[config.mk]
export PLATFORM = sky130hd
export DESIGN_NAME = pli_front_flat
export DESIGN_NICKNAME = d
export VERILOG_FILES = /design/src/sv/pli_pkg.sv /design/src/sv/pli_if.sv /design/src/sv/pli_front.sv /design/src/flat_wrapper.sv
export SDC_FILE = /design/constraint.sdc
export NUM_CORES = 1
export LEC_CHECK = 0
export ABC_CLOCK_PERIOD_IN_PS = 7080
export BUFFER_PORTS_ARGS = -buffer_cell sky130_fd_sc_hd__buf_4
export CAP_MARGIN = 30
export CELL_PAD_IN_SITES_DETAIL_PLACEMENT = 0
export CELL_PAD_IN_SITES_GLOBAL_PLACEMENT = 1
export CORE_MARGIN = 4
export CORE_UTILIZATION = 47
export DETAILED_ROUTE_END_ITERATION = 8
export PLACE_DENSITY = 0.81
export SLEW_MARGIN = 10
export SYNTH_ARGS = -nofsm -noshare
export SYNTH_HDL_FRONTEND = slang
export SYNTH_SLANG_ARGS = --single-unit
[constraint.sdc]
create_clock -name clock -period 7.08 [get_ports clock]
set_clock_uncertainty 0.15 [all_clocks]
set_input_delay 1.062 -clock clock [delete_from_list [all_inputs] [get_ports clock]]
set_output_delay 1.062 -clock clock [all_outputs]
set_load 0.03 [all_outputs]
[src/sv/pli_pkg.sv]
// Shared types and constants for the piecewise linear interpolator.
// No dependencies; all other files of the block but pli_checker use this package.
`timescale 1ns / 1ps

package pli_pkg;

   localparam int DATA_W = 32;

   // Request mode codes as they arrive on the input channel.
   localparam logic [1:0] MODE_CLEAR = 2'd0;
   localparam logic [1:0] MODE_LOAD  = 2'd1;
   localparam logic [1:0] MODE_QUERY = 2'd2;

   // Response status codes.
   localparam logic [1:0] ST_OK    = 2'd0;
   localparam logic [1:0] ST_EMPTY = 2'd1;
   localparam logic [1:0] ST_FULL  = 2'd2;
   localparam logic [1:0] ST_ORDER = 2'd3;

   // Response clamp codes.
   localparam logic [1:0] CL_INTERIOR = 2'd0;
   localparam logic [1:0] CL_LOW      = 2'd1;
   localparam logic [1:0] CL_HIGH     = 2'd2;

   // Command queue between the front and back parts; depth is a power of two.
   localparam int QUEUE_DEPTH = 2;
   localparam int QPTR_W      = $clog2(QUEUE_DEPTH);
   localparam int QCNT_W      = $clog2(QUEUE_DEPTH + 1);

   // The divider retires one quotient bit per cycle.
   localparam int DIV_STEPS = DATA_W;
   localparam int STEP_W    = $clog2(DIV_STEPS);

   typedef enum logic [1:0] {
      OP_CLEAR,
      OP_LOAD,
      OP_QUERY,
      OP_IGNORE
   } op_type;

   typedef struct packed {
      op_type                    op;
      logic signed [DATA_W-1:0]  x;
      logic signed [DATA_W-1:0]  y;
   } cmd_type;

endpackage

[src/sv/pli_if.sv]
// Valid/ready channel interfaces for request and response words.
// Depends on pli_pkg for the data width.
`timescale 1ns / 1ps

interface pli_req_if;
   logic                             valid;
   logic                             ready;
   logic [1:0]                       mode;
   logic signed [pli_pkg::DATA_W-1:0] x_value;
   logic signed [pli_pkg::DATA_W-1:0] y_value;

   modport source (output valid, output mode, output x_value, output y_value, input ready);
   modport sink   (input valid, input mode, input x_value, input y_value, output ready);
endinterface


[src/sv/pli_front.sv]
// Front part: accepts request words, decodes the mode and queues commands.
// Depends on pli_pkg and the request interface in pli_if.sv.
`timescale 1ns / 1ps

module pli_front (
   input  logic            clock,
   input  logic            reset,
   pli_req_if.sink         req,
   output pli_pkg::cmd_type cmd,
   output logic            cmd_valid,
   input  logic            cmd_pop
);
   import pli_pkg::*;

   cmd_type             slot_ff [QUEUE_DEPTH];
   logic [QPTR_W-1:0]   wr_ptr_ff, wr_ptr_in;
   logic [QPTR_W-1:0]   rd_ptr_ff, rd_ptr_in;
   logic [QCNT_W-1:0]   count_ff, count_in;
   logic                push;
   logic                pop;
   cmd_type             word_in;

   assign req.ready = (count_ff != QCNT_W'(QUEUE_DEPTH));
   assign push      = req.valid && req.ready;
   assign pop       = cmd_pop && (count_ff != '0);
   assign cmd_valid = (count_ff != '0);
   assign cmd       = slot_ff[rd_ptr_ff];

   always_comb begin
      word_in.x = req.x_value;
      word_in.y = req.y_value;
      unique case (req.mode)
         MODE_CLEAR: word_in.op = OP_CLEAR;
         MODE_LOAD:  word_in.op = OP_LOAD;
         MODE_QUERY: word_in.op = OP_QUERY;
         default:    word_in.op = OP_IGNORE;
      endcase
   end

   always_comb begin
      wr_ptr_in = push ? wr_ptr_ff + QPTR_W'(1) : wr_ptr_ff;
      rd_ptr_in = pop  ? rd_ptr_ff + QPTR_W'(1) : rd_ptr_ff;
      count_in  = count_ff;
      if (push && !pop) begin
         count_in = count_ff + QCNT_W'(1);
      end else if (pop && !push) begin
         count_in = count_ff - QCNT_W'(1);
      end
   end

   always_ff @(posedge clock) begin
      if (reset) begin
         wr_ptr_ff <= '0;
         rd_ptr_ff <= '0;
         count_ff  <= '0;
      end else begin
         wr_ptr_ff <= wr_ptr_in;
         rd_ptr_ff <= rd_ptr_in;
         count_ff  <= count_in;
      end
   end

   always_ff @(posedge clock) begin
      if (push) begin
         slot_ff[wr_ptr_ff] <= word_in;
      end
   end

endmodule

[src/flat_wrapper.sv]
// flat-port wrapper written by rule: the top's interface ports become plain ports
module pli_front_flat import pli_pkg::*;
  (clock, reset, cmd, cmd_valid, cmd_pop, req_valid, req_mode, req_x_value, req_y_value, req_ready);
  pli_req_if req_i ();
  input  logic clock;
  input  logic reset;
  output pli_pkg::cmd_type cmd;
  output logic cmd_valid;
  input  logic cmd_pop;
  input wire logic [$bits(req_i.valid)-1:0] req_valid;
  input wire logic [$bits(req_i.mode)-1:0] req_mode;
  input wire logic [$bits(req_i.x_value)-1:0] req_x_value;
  input wire logic [$bits(req_i.y_value)-1:0] req_y_value;
  output wire logic [$bits(req_i.ready)-1:0] req_ready;
  assign req_i.valid = req_valid;
  assign req_i.mode = req_mode;
  assign req_i.x_value = req_x_value;
  assign req_i.y_value = req_y_value;
  assign req_ready = req_i.ready;
  pli_front u_core (.clock(clock), .reset(reset), .req(req_i), .cmd(cmd), .cmd_valid(cmd_valid), .cmd_pop(cmd_pop));
endmodule
* Word-level counts from Yosys, hierarchy flattened *
Memory sizes are Yosys's and may differ from the RTL's. A register that Yosys moved wholly into a read port is not among the register bits.
Cells that the tools add are included.
W data, S select, Z words.

cells by class
  add/sub/neg operators = 4
  reductions and logical operators = 9
  eq/ne operators = 3
  muxes and demuxes = 7

operators by type and width
  kind                   number
  $pmux W2 S3            1
  $logic_and A1 B1 Y1    4
  $mux W1                4
  $mux W2                2
  $reduce_bool A2 Y1     2
  $add A1 B1 Y1 const B  2
  $add A2 B1 Y2 const B  1
  $eq A2 B1 Y1 const B   1
  $eq A2 B2 Y1 const B   1
  $logic_not A1 Y1       2
  $logic_not A2 Y1       1
  $ne A2 B2 Y1 const B   1
  $sub A2 B1 Y2 const B  1

word-level totals
  RAM bits = 132
  memories = 1
  output and inout bits = 68
  register bits after elaboration = 4

memories
  memory          words  bits a word  rd ports  clocked after memory_dff  wr ports  RTL line         RTL
  u_core.slot_ff  2      66           1         1                         1         pli_front.sv:15  cmd_type slot_ff [QUEUE_DEPTH];

* Logic depth before layout (Yosys ltp) *
Gate-level depths: netlist of run 1.

  word-level depth = 6
  mapped depth = 6
  mapped depth without buffers = 6

* Worst setup path after synthesis of run 1 *
OpenSTA, ideal clock, no wires.

  path type = input -> register
  start = in req_valid
  end = mem u_core.slot_ff[1][0] in the netlist's numbering (enable)
  arrival = 2.662 ns
  path slack = 3.837 ns
  stages = 1
  library setup time = 0.432 ns
  path through = and3_1

on the way
  longest elaborated chain between the ends = 3

ends and longest elaborated chain
  item                           RTL line            RTL
  from (decl)                    flat_wrapper.sv:10  input wire logic [$bits(req_i.valid)-1:0] req_valid;
  $logic_and A1 B1 Y1            pli_front.sv:24     assign push = req.valid && req.ready;
  $mux W1                        pli_front.sv:64     if (push) begin
  $mux W1 (implied by the code)  pli_front.sv:65     slot_ff[wr_ptr_ff] <= word_in;
  to (decl)                      pli_front.sv:15

Every way passes these cells.

==> impl_metrics.yaml, run 1 <==
status:
  outcome: "finished, final reports clean"
final_layout:
  multi_input_area_um2: 863
  finish.instance_area_um2: 6740
  drive_above_1_share: 0.599
  fin_nets: 452
  antenna-diode-count: 0
  area.sequential_um2: 4070
  area_delta_synth_final_pct: 34.7
  layout.filler_cells: 702
power:
  power.ir.vdd_worst_mv: 0.210
  leakage_uw: 0.00253
  design_power_total_uw: 2690
  p_per_area_nw_per_um2: 400
synth:
  synth.area.top_cells: "edfxtp_1 79%, mux2_2 15%, dfxtp_1 2.0%"
  yosysMostFrequentCell: "edfxtp_1"
  ys_warn_count: 0
  synth_top_cells_by_count: "132 x edfxtp_1, 66 x mux2_2, 5 x dfxtp_1"
  synth_edf_count: 132
  synth.largest_area_cell: "edfxtp_1"
  syn_avg_cell_area_um2: 21.6
  synth-seq-area-share: 0.813
  post_synthesis_instance_total: 231
  cell_area_synth_um2: 5000
  synth_nets: 302
  synthDistinctLibCells: 20
  fraction_of_synthesis_flops_using_an_asynchronous_set_or_reset_pin: 0
  predominant_post_synthesis_flop_cell: "edfxtp_1"
  synthDominantCellAreaShare: 0.793
  synth.ff_latch_count: 137
setup_path:
  critical_path.max_fanout: 41
  worstPathRequired_ns: 5.87
  cp_cell_sequence: "buf_4, mux2_2, buf_4"
  timing.critical_path.mode_cell: "buf_4"
  cp-start-kind: "flop"
  cp-end-kind: "primary output"
  worstSetupPathType: "flop to primary output"
  crit_arrival_ns: 2.40
  cp_slowest_stage_delay_ns: 0.72
  critPathSlowestCell: "dfxtp_2"
die:
  die_width_um: 111
  floorplan.die.height_um: 111
  number_of_i_o_pins: 138
  floorplan.die_area_um2: 12400
  fp-row-count: 37
  coreArea_um2: 10300
  initial_utilization: 0.484
sta:
  maxClockFrequency_ghz: 0.276
  report.final.setup_viol: 0
  relSlewSlack: 0.409
  worst_slew_pin_tran_ns: 0.887
  fin_crit_sh: 0.511
  final-max-slew-violation-count: 0
  rsz0062_at_grt: "false"
  timing_hold_violations_final: 0
  setup_tns_ns: 0
  final_period_minus_worst_setup_slack_ns: 3.62
grt:
  maximum_number_of_pins_on_one_net_before_global_route_repair: 67
  grt_overflow: 0
  grt_antenna_before_repair: 0
  first_global_vias: 2790
  grt_first_pass_wirelength_mm: 14.2
  grt_util_all_layers: 0.151
cts:
  post_cts.resized_instances: 0
  cts_inserted_buffers: 17
  cts_max_path_buffers: 2
  htree_levels: 4
  postCtsSetupBuffers: 0
  cts_tree: "done"
  hold_fix_buffer_count_after_cts: 0
  tritoncts_num_sinks: 137
  cts_root_buffer: "clkbuf_8"
  clk-insertion-delay-late_ns: 0.49
  clkSlewWorstSetupHoldPaths_ns: 0.05
drt:
  drtPass1Iterations: 4
  finalWirelength_mm: 8.99
  wl_per_cell_um: 17.0
  post_drt_via_cell_ratio: 4.84
  drt_drc_violations_left: 0
  drt.antenna.violating_nets: 0
  dr_total_vias: 2564
  detail_route.iter0.violations: 90
place:
  dp.final_hpwl_mm: 5.83
  finalWeightedCongestion: 0.692
  port_buffers: 137
  dpl_cell_area_um2: 6150
min_path:
  hold_class: "flop to flop"
job:
  max_cap_viol_count: 0
-- per-stage QoR --
stage	util	std cells	hold slack [ns]	setup WS (ns)
3_5_place_dp	0.596	498	0.343	3.92
4_1_cts	0.653	530	0.363	3.39
2_1_floorplan	-	231	0.321	3.84
6_report	0.653	530	0.359	3.46
3_3_place_gp	0.596	498	0.338	3.92
5_1_grt	0.653	530	0.377	3.30
-- worst paths after layout --
| kind | start | to | slack, ns | cells past startpoint |
|---|---|---|---|---|
| max | flop | cmd[42] | 3.46 | 3 |
| min | u_core.rd_ptr_ff | u_core.rd_ptr_ff | 0.36 | 2 |
| max reg2reg | u_core.count_ff[0] | u_core.slot_ff[1][22] | 4.72 | 3 |
| min reg2reg | u_core.rd_ptr_ff | u_core.rd_ptr_ff | 0.36 | 2 |
-- area by class of cell --
class,count,area share
sequential,137,0.603
timing repair buffer,140,0.156
multi-input combinational,84,0.128
clock buffer,22,0.0643
tap,136,0.0253
clock inverter,10,0.0223
inverter,1,0.000557
-- layer usage --
layer  share of wire  wire [um]  vias to the layer above  track usage
li1                -          -                     1214            -
met1            0.42       3790                     1249        0.185
met2            0.51       4560                       96        0.253
met3           0.065        584                        5       0.0519
met4          0.0057         51                        0       0.0462
met5               0          0                        -            0
-- cells by family after synthesis --
| family | count (synthesis) | synth area share |
|---|---|---|
| mux | 66 | 0.149 |
| flops | 137 | 0.813 |
| compound gates | 5 | 0.00601 |
| buf+inv | 10 | 0.0148 |
| xor+xnor | 3 | 0.00526 |
| fa+ha+maj | 1 | 0.00250 |
| simple gates | 9 | 0.0100 |
-- critical path, delay by kind of cell, from the launching register on --
| family | cells | cell delay, ns |
|---|---|---|
| mux | 1 | 0.42 |
| buf+inv | 2 | 0.73 |
| flops | 1 | 0.72 |
-- placed cells by master (no fill, tap or decap), types with 3 or more instances in the layout --
master and count:
buf_4 140, bufinv_16 4, clkbuf_1 5, clkbuf_16 16
clkinv_2 3, dfxtp_1 4, edfxtp_1 132, mux2_2 66
nor2_1 3, xor2_1 3
-- report_power, final --
group	switching, uW	internal [uW]
clock network	289	567
logic	454	320
registers	44.3	1020
total	788	1900
-- registers in the layout (all words and copies together) (netlist names), named ones only --
register          count
u_core.count_ff       2
u_core.rd_ptr_ff      1
u_core.slot_ff      132
u_core.wr_ptr_ff      1
No activity file was read; power rests on OpenSTA's default activity.
==> run 2, diff against run 1 <==
--- a/config.mk
+++ b/config.mk
@@ -5,15 +5,15 @@
 export SDC_FILE = /design/constraint.sdc
 export NUM_CORES = 1
 export LEC_CHECK = 0
-export ABC_CLOCK_PERIOD_IN_PS = 7080
+export ABC_CLOCK_PERIOD_IN_PS = 3420
 export BUFFER_PORTS_ARGS = -buffer_cell sky130_fd_sc_hd__buf_4
 export CAP_MARGIN = 30
 export CELL_PAD_IN_SITES_DETAIL_PLACEMENT = 0
 export CELL_PAD_IN_SITES_GLOBAL_PLACEMENT = 1
 export CORE_MARGIN = 4
-export CORE_UTILIZATION = 47
+export CORE_UTILIZATION = 43
 export DETAILED_ROUTE_END_ITERATION = 8
-export PLACE_DENSITY = 0.81
+export PLACE_DENSITY = 0.75
 export SLEW_MARGIN = 10
 export SYNTH_ARGS = -nofsm -noshare
 export SYNTH_HDL_FRONTEND = slang
==> constraint.sdc (replaced) <==
create_clock -name clock -period 3.42 [get_ports clock]
set_clock_uncertainty 0.15 [all_clocks]
set_input_delay 0.513 -clock clock [delete_from_list [all_inputs] [get_ports clock]]
set_output_delay 0.513 -clock clock [all_outputs]
set_load 0.03 [all_outputs]
==> impl_metrics.yaml, run 2 (synthesis gave the netlist of run 1 again) <==
sta:
  fin_crit_sh: 0.772
  final_period_minus_worst_setup_slack_ns: 2.64
  worst_slew_pin_tran_ns: 0.921
  rsz0062_at_grt: "false"
  relSlewSlack: 0.386
  report.final.setup_viol: 0
  final-max-slew-violation-count: 0
  timing_hold_violations_final: 0
  setup_tns_ns: 0
  maxClockFrequency_ghz: 0.379
power:
  power.ir.vdd_worst_mv: 0.467
  power_switching_uw: 1670
  sequentialPowerShare: 0.411
  p_int_uw: 3830
  leakage_uw: 0.00250
  p_per_area_nw_per_um2: 817
  p_sw_frac: 0.303
  share_comb_of_total_power: 0.279
  design_power_total_uw: 5490
  clk_network_pwr_share: 0.310
grt:
  first_global_vias: 2760
  grt_antenna_before_repair: 0
  grt_util_all_layers: 0.139
  maximum_number_of_pins_on_one_net_before_global_route_repair: 67
  grt_first_pass_wirelength_mm: 13.6
  grt_overflow: 0
cts:
  htree_levels: 4
  cts_inserted_buffers: 17
  postCtsSetupBuffers: 0
  tritoncts_num_sinks: 137
  post_cts.resized_instances: 0
  cts_max_path_buffers: 2
  cts_tree: "done"
  clkSlewWorstSetupHoldPaths_ns: 0.06
  hold_fix_buffer_count_after_cts: 0
  clk-insertion-delay-late_ns: 0.40
  cts_root_buffer: "clkbuf_16"
die:
  initial_utilization: 0.438
  coreArea_um2: 11400
  fp-row-count: 39
  die_width_um: 116
  floorplan.die_area_um2: 13400
  floorplan.die.height_um: 116
  number_of_i_o_pins: 138
setup_path:
  critical_path.max_fanout: 66
  worstSetupPathType: "flop to primary output"
  timing.reg2reg.worst_path_depth: 2
  cp-end-kind: "primary output"
  reg2reg_to: "u_core.slot_ff[1][43]"
  crit_arrival_ns: 1.98
  timing.reg2reg.setup_slack_ns: 1.41
  cp-start-kind: "flop"
  worstPathRequired_ns: 2.76
  worstReg2RegStart: "u_core.count_ff[0]"
final_layout:
  finish.instance_area_um2: 6730
  multi_input_area_um2: 867
  drive_above_1_share: 0.605
  final-instance-count-excl-fill: 535
  finalCoreUtilization: 0.589
  layout.cells.most_common: "buf_4"
  layout.filler_cells: 886
  area.sequential_um2: 4070
  area_delta_synth_final_pct: 34.6
  top_regs: "u_core.slot_ff x132, u_core.count_ff x2"
  layout_common_cells: "137 x buf_4, 132 x edfxtp_1, 66 x mux2_2, 17 x clkbuf_16, 5 x clkinvlp_4"
  fin_nets: 450
  largest_register: "u_core.slot_ff"
  largest_reg_flops: 132
  antenna-diode-count: 0
min_path:
  holdPathStages: 1
  min_delay_worst_endpoint: "u_core.slot_ff[0][46]"
  hold_class: "primary input to flop"
  min_from: "req_x_value[14]"
status:
  outcome: "finished, final reports clean"
job:
  max_cap_viol_count: 0
place:
  dpl_cell_area_um2: 6170
  dp.cells: 503
  port_buffers: 137
  finalWeightedCongestion: 0.689
  dp.final_hpwl_mm: 5.68
drt:
  post_drt_via_cell_ratio: 4.74
  dr_total_vias: 2536
  wl_per_cell_um: 16.6
  drtPass1Iterations: 4
  drt_drc_violations_left: 0
  detail_route.iter0.violations: 93
  finalWirelength_mm: 8.89
  drt.antenna.violating_nets: 0
==> run 2: per-layer routing <==
layer | vias up | track usage | share of wire
met5 | - | 0 | 0
met4 | 0 | 0.0464 | 0.014
met3 | 11 | 0.0752 | 0.089
met2 | 93 | 0.226 | 0.51
met1 | 1225 | 0.156 | 0.38
li1 | 1207 | - | -
==> run 2: stage by stage <==
step	hold WS [ns]	setup slack, ns
after global placement	0.338	1.14
final	0.137	0.780
after global routing	0.109	0.662
after CTS	0.114	0.701
after detailed placement	0.348	1.16
after floorplan	0.321	0.427
==> run 2: worst max path at each step <==
| stage | startpoint | to | depth (start not counted) |
|---|---|---|---|
| after floorplan | u_core.count_ff[0] | u_core.slot_ff[1][0] | 2 |
| after global placement | flop | cmd[49] | 2 |
| after detailed placement | flop | cmd[49] | 2 |
| after CTS | flop | cmd[49] | 2 |
| after global routing | flop | cmd[49] | 2 |
| final | flop | cmd[37] | 2 |
==> run 2: final cells by class <==
type	count	share of cell area
clock buffer	18	0.0638
tap	143	0.0266
clock inverter	14	0.0197
multi-input combinational	84	0.129
timing repair buffer	138	0.156
inverter	1	0.000558
sequential	137	0.605
==> run 2: power groups by stage <==
stage                     Sequential, uW  Clock, uW  Combinational [uW]
after floorplan                     2180          0                1120
after global placement              2290          0                1550
after detailed placement            2300          0                1560
after CTS                           2270       1740                1560
after global routing                2290       1830                1630
final                               2260       1700                1530
==> run 2: worst max-delay path, stage by stage, from the launching register on <==
cell	delay [ns]
dfxtp_4	0.94
mux2_2	0.43
buf_4	0.17
==> run 3, diff against run 2 <==
--- a/config.mk
+++ b/config.mk
@@ -5,15 +5,16 @@
 export SDC_FILE = /design/constraint.sdc
 export NUM_CORES = 1
 export LEC_CHECK = 0
-export ABC_CLOCK_PERIOD_IN_PS = 3420
+export ABC_AREA = 1
+export ABC_CLOCK_PERIOD_IN_PS = 2340
 export BUFFER_PORTS_ARGS = -buffer_cell sky130_fd_sc_hd__buf_4
 export CAP_MARGIN = 30
 export CELL_PAD_IN_SITES_DETAIL_PLACEMENT = 0
 export CELL_PAD_IN_SITES_GLOBAL_PLACEMENT = 1
 export CORE_MARGIN = 4
-export CORE_UTILIZATION = 43
+export CORE_UTILIZATION = 40
 export DETAILED_ROUTE_END_ITERATION = 8
-export PLACE_DENSITY = 0.75
+export PLACE_DENSITY = 0.73
 export SLEW_MARGIN = 10
 export SYNTH_ARGS = -nofsm -noshare
 export SYNTH_HDL_FRONTEND = slang
==> constraint.sdc (replaced) <==
create_clock -name clock -period 2.34 [get_ports clock]
set_clock_uncertainty 0.15 [all_clocks]
set_input_delay 0.351 -clock clock [delete_from_list [all_inputs] [get_ports clock]]
set_output_delay 0.351 -clock clock [all_outputs]
set_load 0.03 [all_outputs]
==> impl_metrics.yaml, run 3 <==
sta:
  final-max-slew-violation-count: 0
  maxClockFrequency_ghz: 0.463
  rsz0062_at_grt: "false"
  fin_crit_sh: 0.923
  setup_tns_ns: 0
  worst_slew_pin_tran_ns: 0.448
  report.final.setup_viol: 0
  final_period_minus_worst_setup_slack_ns: 2.16
  relSlewSlack: 0.700
  postLayoutSetupSlackWorst_ns: 0.181
  timing_hold_violations_final: 0
final_layout:
  area_delta_synth_final_pct: 48.8
  final-instance-count-excl-fill: 647
  fin_nets: 534
  drive_above_1_share: 0.501
  largest_register: "u_core.slot_ff"
  largest_reg_flops: 132
  finalCoreUtilization: 0.610
  antenna-diode-count: 0
  layout.cells.most_common: "buf_4"
  top_regs: "u_core.slot_ff x132, u_core.count_ff x2"
  layout_common_cells: "138 x buf_4, 132 x edfxtp_1, 66 x dlygate4sd3_1, 40 x mux2_4, 26 x mux2_2"
  finish.instance_area_um2: 7690
place:
  finalWeightedCongestion: 0.695
  port_buffers: 137
  dp_worst_setup_slack_ns: 0.522
  dp.cells: 550
  dp.final_hpwl_mm: 6.23
  dpl_cell_area_um2: 6470
setup_path:
  cp-start-kind: "flop"
  critical_path.max_fanout: 23
  cpLargestDelayFamily: "buffers and inverters"
  cp_cell_sequence: "buf_4, mux2_2, buf_4"
  critPathSlowestCell: "mux2_2"
  timing.reg2reg.worst_path_depth: 5
  timing.critical_path.mode_cell: "buf_4"
  cp_num_cells: 3
  cp-end-kind: "primary output"
  crit_arrival_ns: 1.66
  cp_num_buf_inv: 2
  worstPathRequired_ns: 1.84
  cp_slowest_stage_delay_ns: 0.39
  worstSetupPathType: "flop to primary output"
die:
  die_width_um: 122
  floorplan.die_area_um2: 14800
  initial_utilization: 0.410
  floorplan.die.height_um: 122
  coreArea_um2: 12600
  number_of_i_o_pins: 138
  fp-row-count: 41
drt:
  post_drt_via_cell_ratio: 4.42
  drtPass1Iterations: 4
  wl_per_cell_um: 15.1
  drt.antenna.violating_nets: 0
  dr_total_vias: 2862
  detail_route.iter0.violations: 127
  finalWirelength_mm: 9.79
  drt_drc_violations_left: 0
cts:
  postCtsSetupBuffers: 0
  cts_max_path_buffers: 2
  htree_levels: 4
  clk-insertion-delay-late_ns: 0.41
  cts_inserted_buffers: 17
  cts_tree: "done"
  cts_root_buffer: "clkbuf_16"
  clkSlewWorstSetupHoldPaths_ns: 0.05
  tritoncts_num_sinks: 137
power:
  leakage_uw: 0.00301
  power.ir.vdd_worst_mv: 0.519
  clk_network_pwr_share: 0.305
  p_int_uw: 5880
  sequentialPowerShare: 0.385
  share_comb_of_total_power: 0.311
  p_sw_frac: 0.291
  p_per_area_nw_per_um2: 1080
  power_switching_uw: 2410
job:
  max_cap_viol_count: 0
grt:
  first_global_vias: 3064
  grt_util_all_layers: 0.138
  grt_overflow: 0
  grt_first_pass_wirelength_mm: 15.2
  grt_antenna_before_repair: 0
  maximum_number_of_pins_on_one_net_before_global_route_repair: 44
min_path:
  holdPathStages: 3
  hold_class: "primary input to flop"
status:
  outcome: "finished, final reports clean"
synth:
  ys_warn_count: 0
  syn_avg_cell_area_um2: 21.2
  synth.area.top_cells: "edfxtp_1 77%, mux2_4 12%, mux2_2 5.7%"
  synth.largest_area_cell: "edfxtp_1"
  cell_area_synth_um2: 5170
  synth_top_cells_by_count: "132 x edfxtp_1, 40 x mux2_4, 26 x mux2_2"
  yosysMostFrequentCell: "edfxtp_1"
  predominant_post_synthesis_flop_cell: "edfxtp_1"
  synth.ff_latch_count: 137
  fraction_of_synthesis_flops_using_an_asynchronous_set_or_reset_pin: 0
  synthDistinctLibCells: 15
  synthDominantCellAreaShare: 0.767
  synth_nets: 315
  post_synthesis_instance_total: 244
  synth-seq-area-share: 0.786
  synth_edf_count: 132
-- run 3: changes by cell type after synthesis, moves of 2 or more --
cell,delta
mux2_2,-40
inv_1,+7
nand3_1,+2
nor2_1,+4
nand2_1,+9
xor2_1,-3
mux2_4,+40
-- run 3: cell families (layout without fill, tap and decap cells) --
group,Yosys count,after routing,synth area share
buffers and inverters,17,248,0.0201
and+or+nand+nor,19,19,0.0148
AOI/OAI and AO/OA,4,4,0.00387
muxes,66,66,0.173
DFF,137,137,0.786
adders and majority gates,1,1,0.00242
-- run 3: area by class of cell --
cell class	count	area, um^2
Clock buffer	19	433
Clock inverter	12	133
Fill cell	979	4920
Inverter	8	30.0
Multi-Input combinational cell	90	1020
Sequential cell	137	4070
Tap cell	172	215
Timing Repair Buffer	209	1800
-- run 3: path summary, 6_finish.rpt --
kind	slack (ns)	endpoint	start
worst min-delay path	0.08	flop	cmd_pop
worst min register to register	0.36	flop	u_core.rd_ptr_ff
worst max-delay path	0.18	cmd[58]	flop
worst max register to register	0.53	u_core.slot_ff[0][8]	u_core.count_ff[0]
-- run 3: repair_timing --
action                     CTS  global route
hold buffers                66             0
hold endpoints to repair   132             0
gates resized for setup      0             0
setup endpoints to repair    0             0
-- run 3: worst min-delay path, cell delays in order --
cell and delay (ns):
buf_4 0.09, a21oi_1 0.07, nor2_1 0.09
-- run 3: metal layers --
metal  global-route usage  vias up  wire, um
li1                     -     1381         -
met1                0.148     1365      3770
met2                0.237      101      5140
met3               0.0571       15       708
met4               0.0651        0       171
met5                    0        -         0
-- run 3: through the flow --
step           total power [uW]  hold WS, ns
6_report                   8290       0.0782
5_1_grt                    8670       0.0866
4_1_cts                    8400       0.0654
3_5_place_dp               5760        0.339
3_3_place_gp               5720        0.330
2_1_floorplan              4900        0.300
-- run 3: power groups by stage --
stage                     clock network, uW  registers [uW]  logic [uW]
after global routing                   2710            3220        2740
final                                  2530            3190        2570
after CTS                              2590            3190        2620
after floorplan                           0            3220        1680
after detailed placement                  0            3240        2520
after global placement                    0            3220        2500
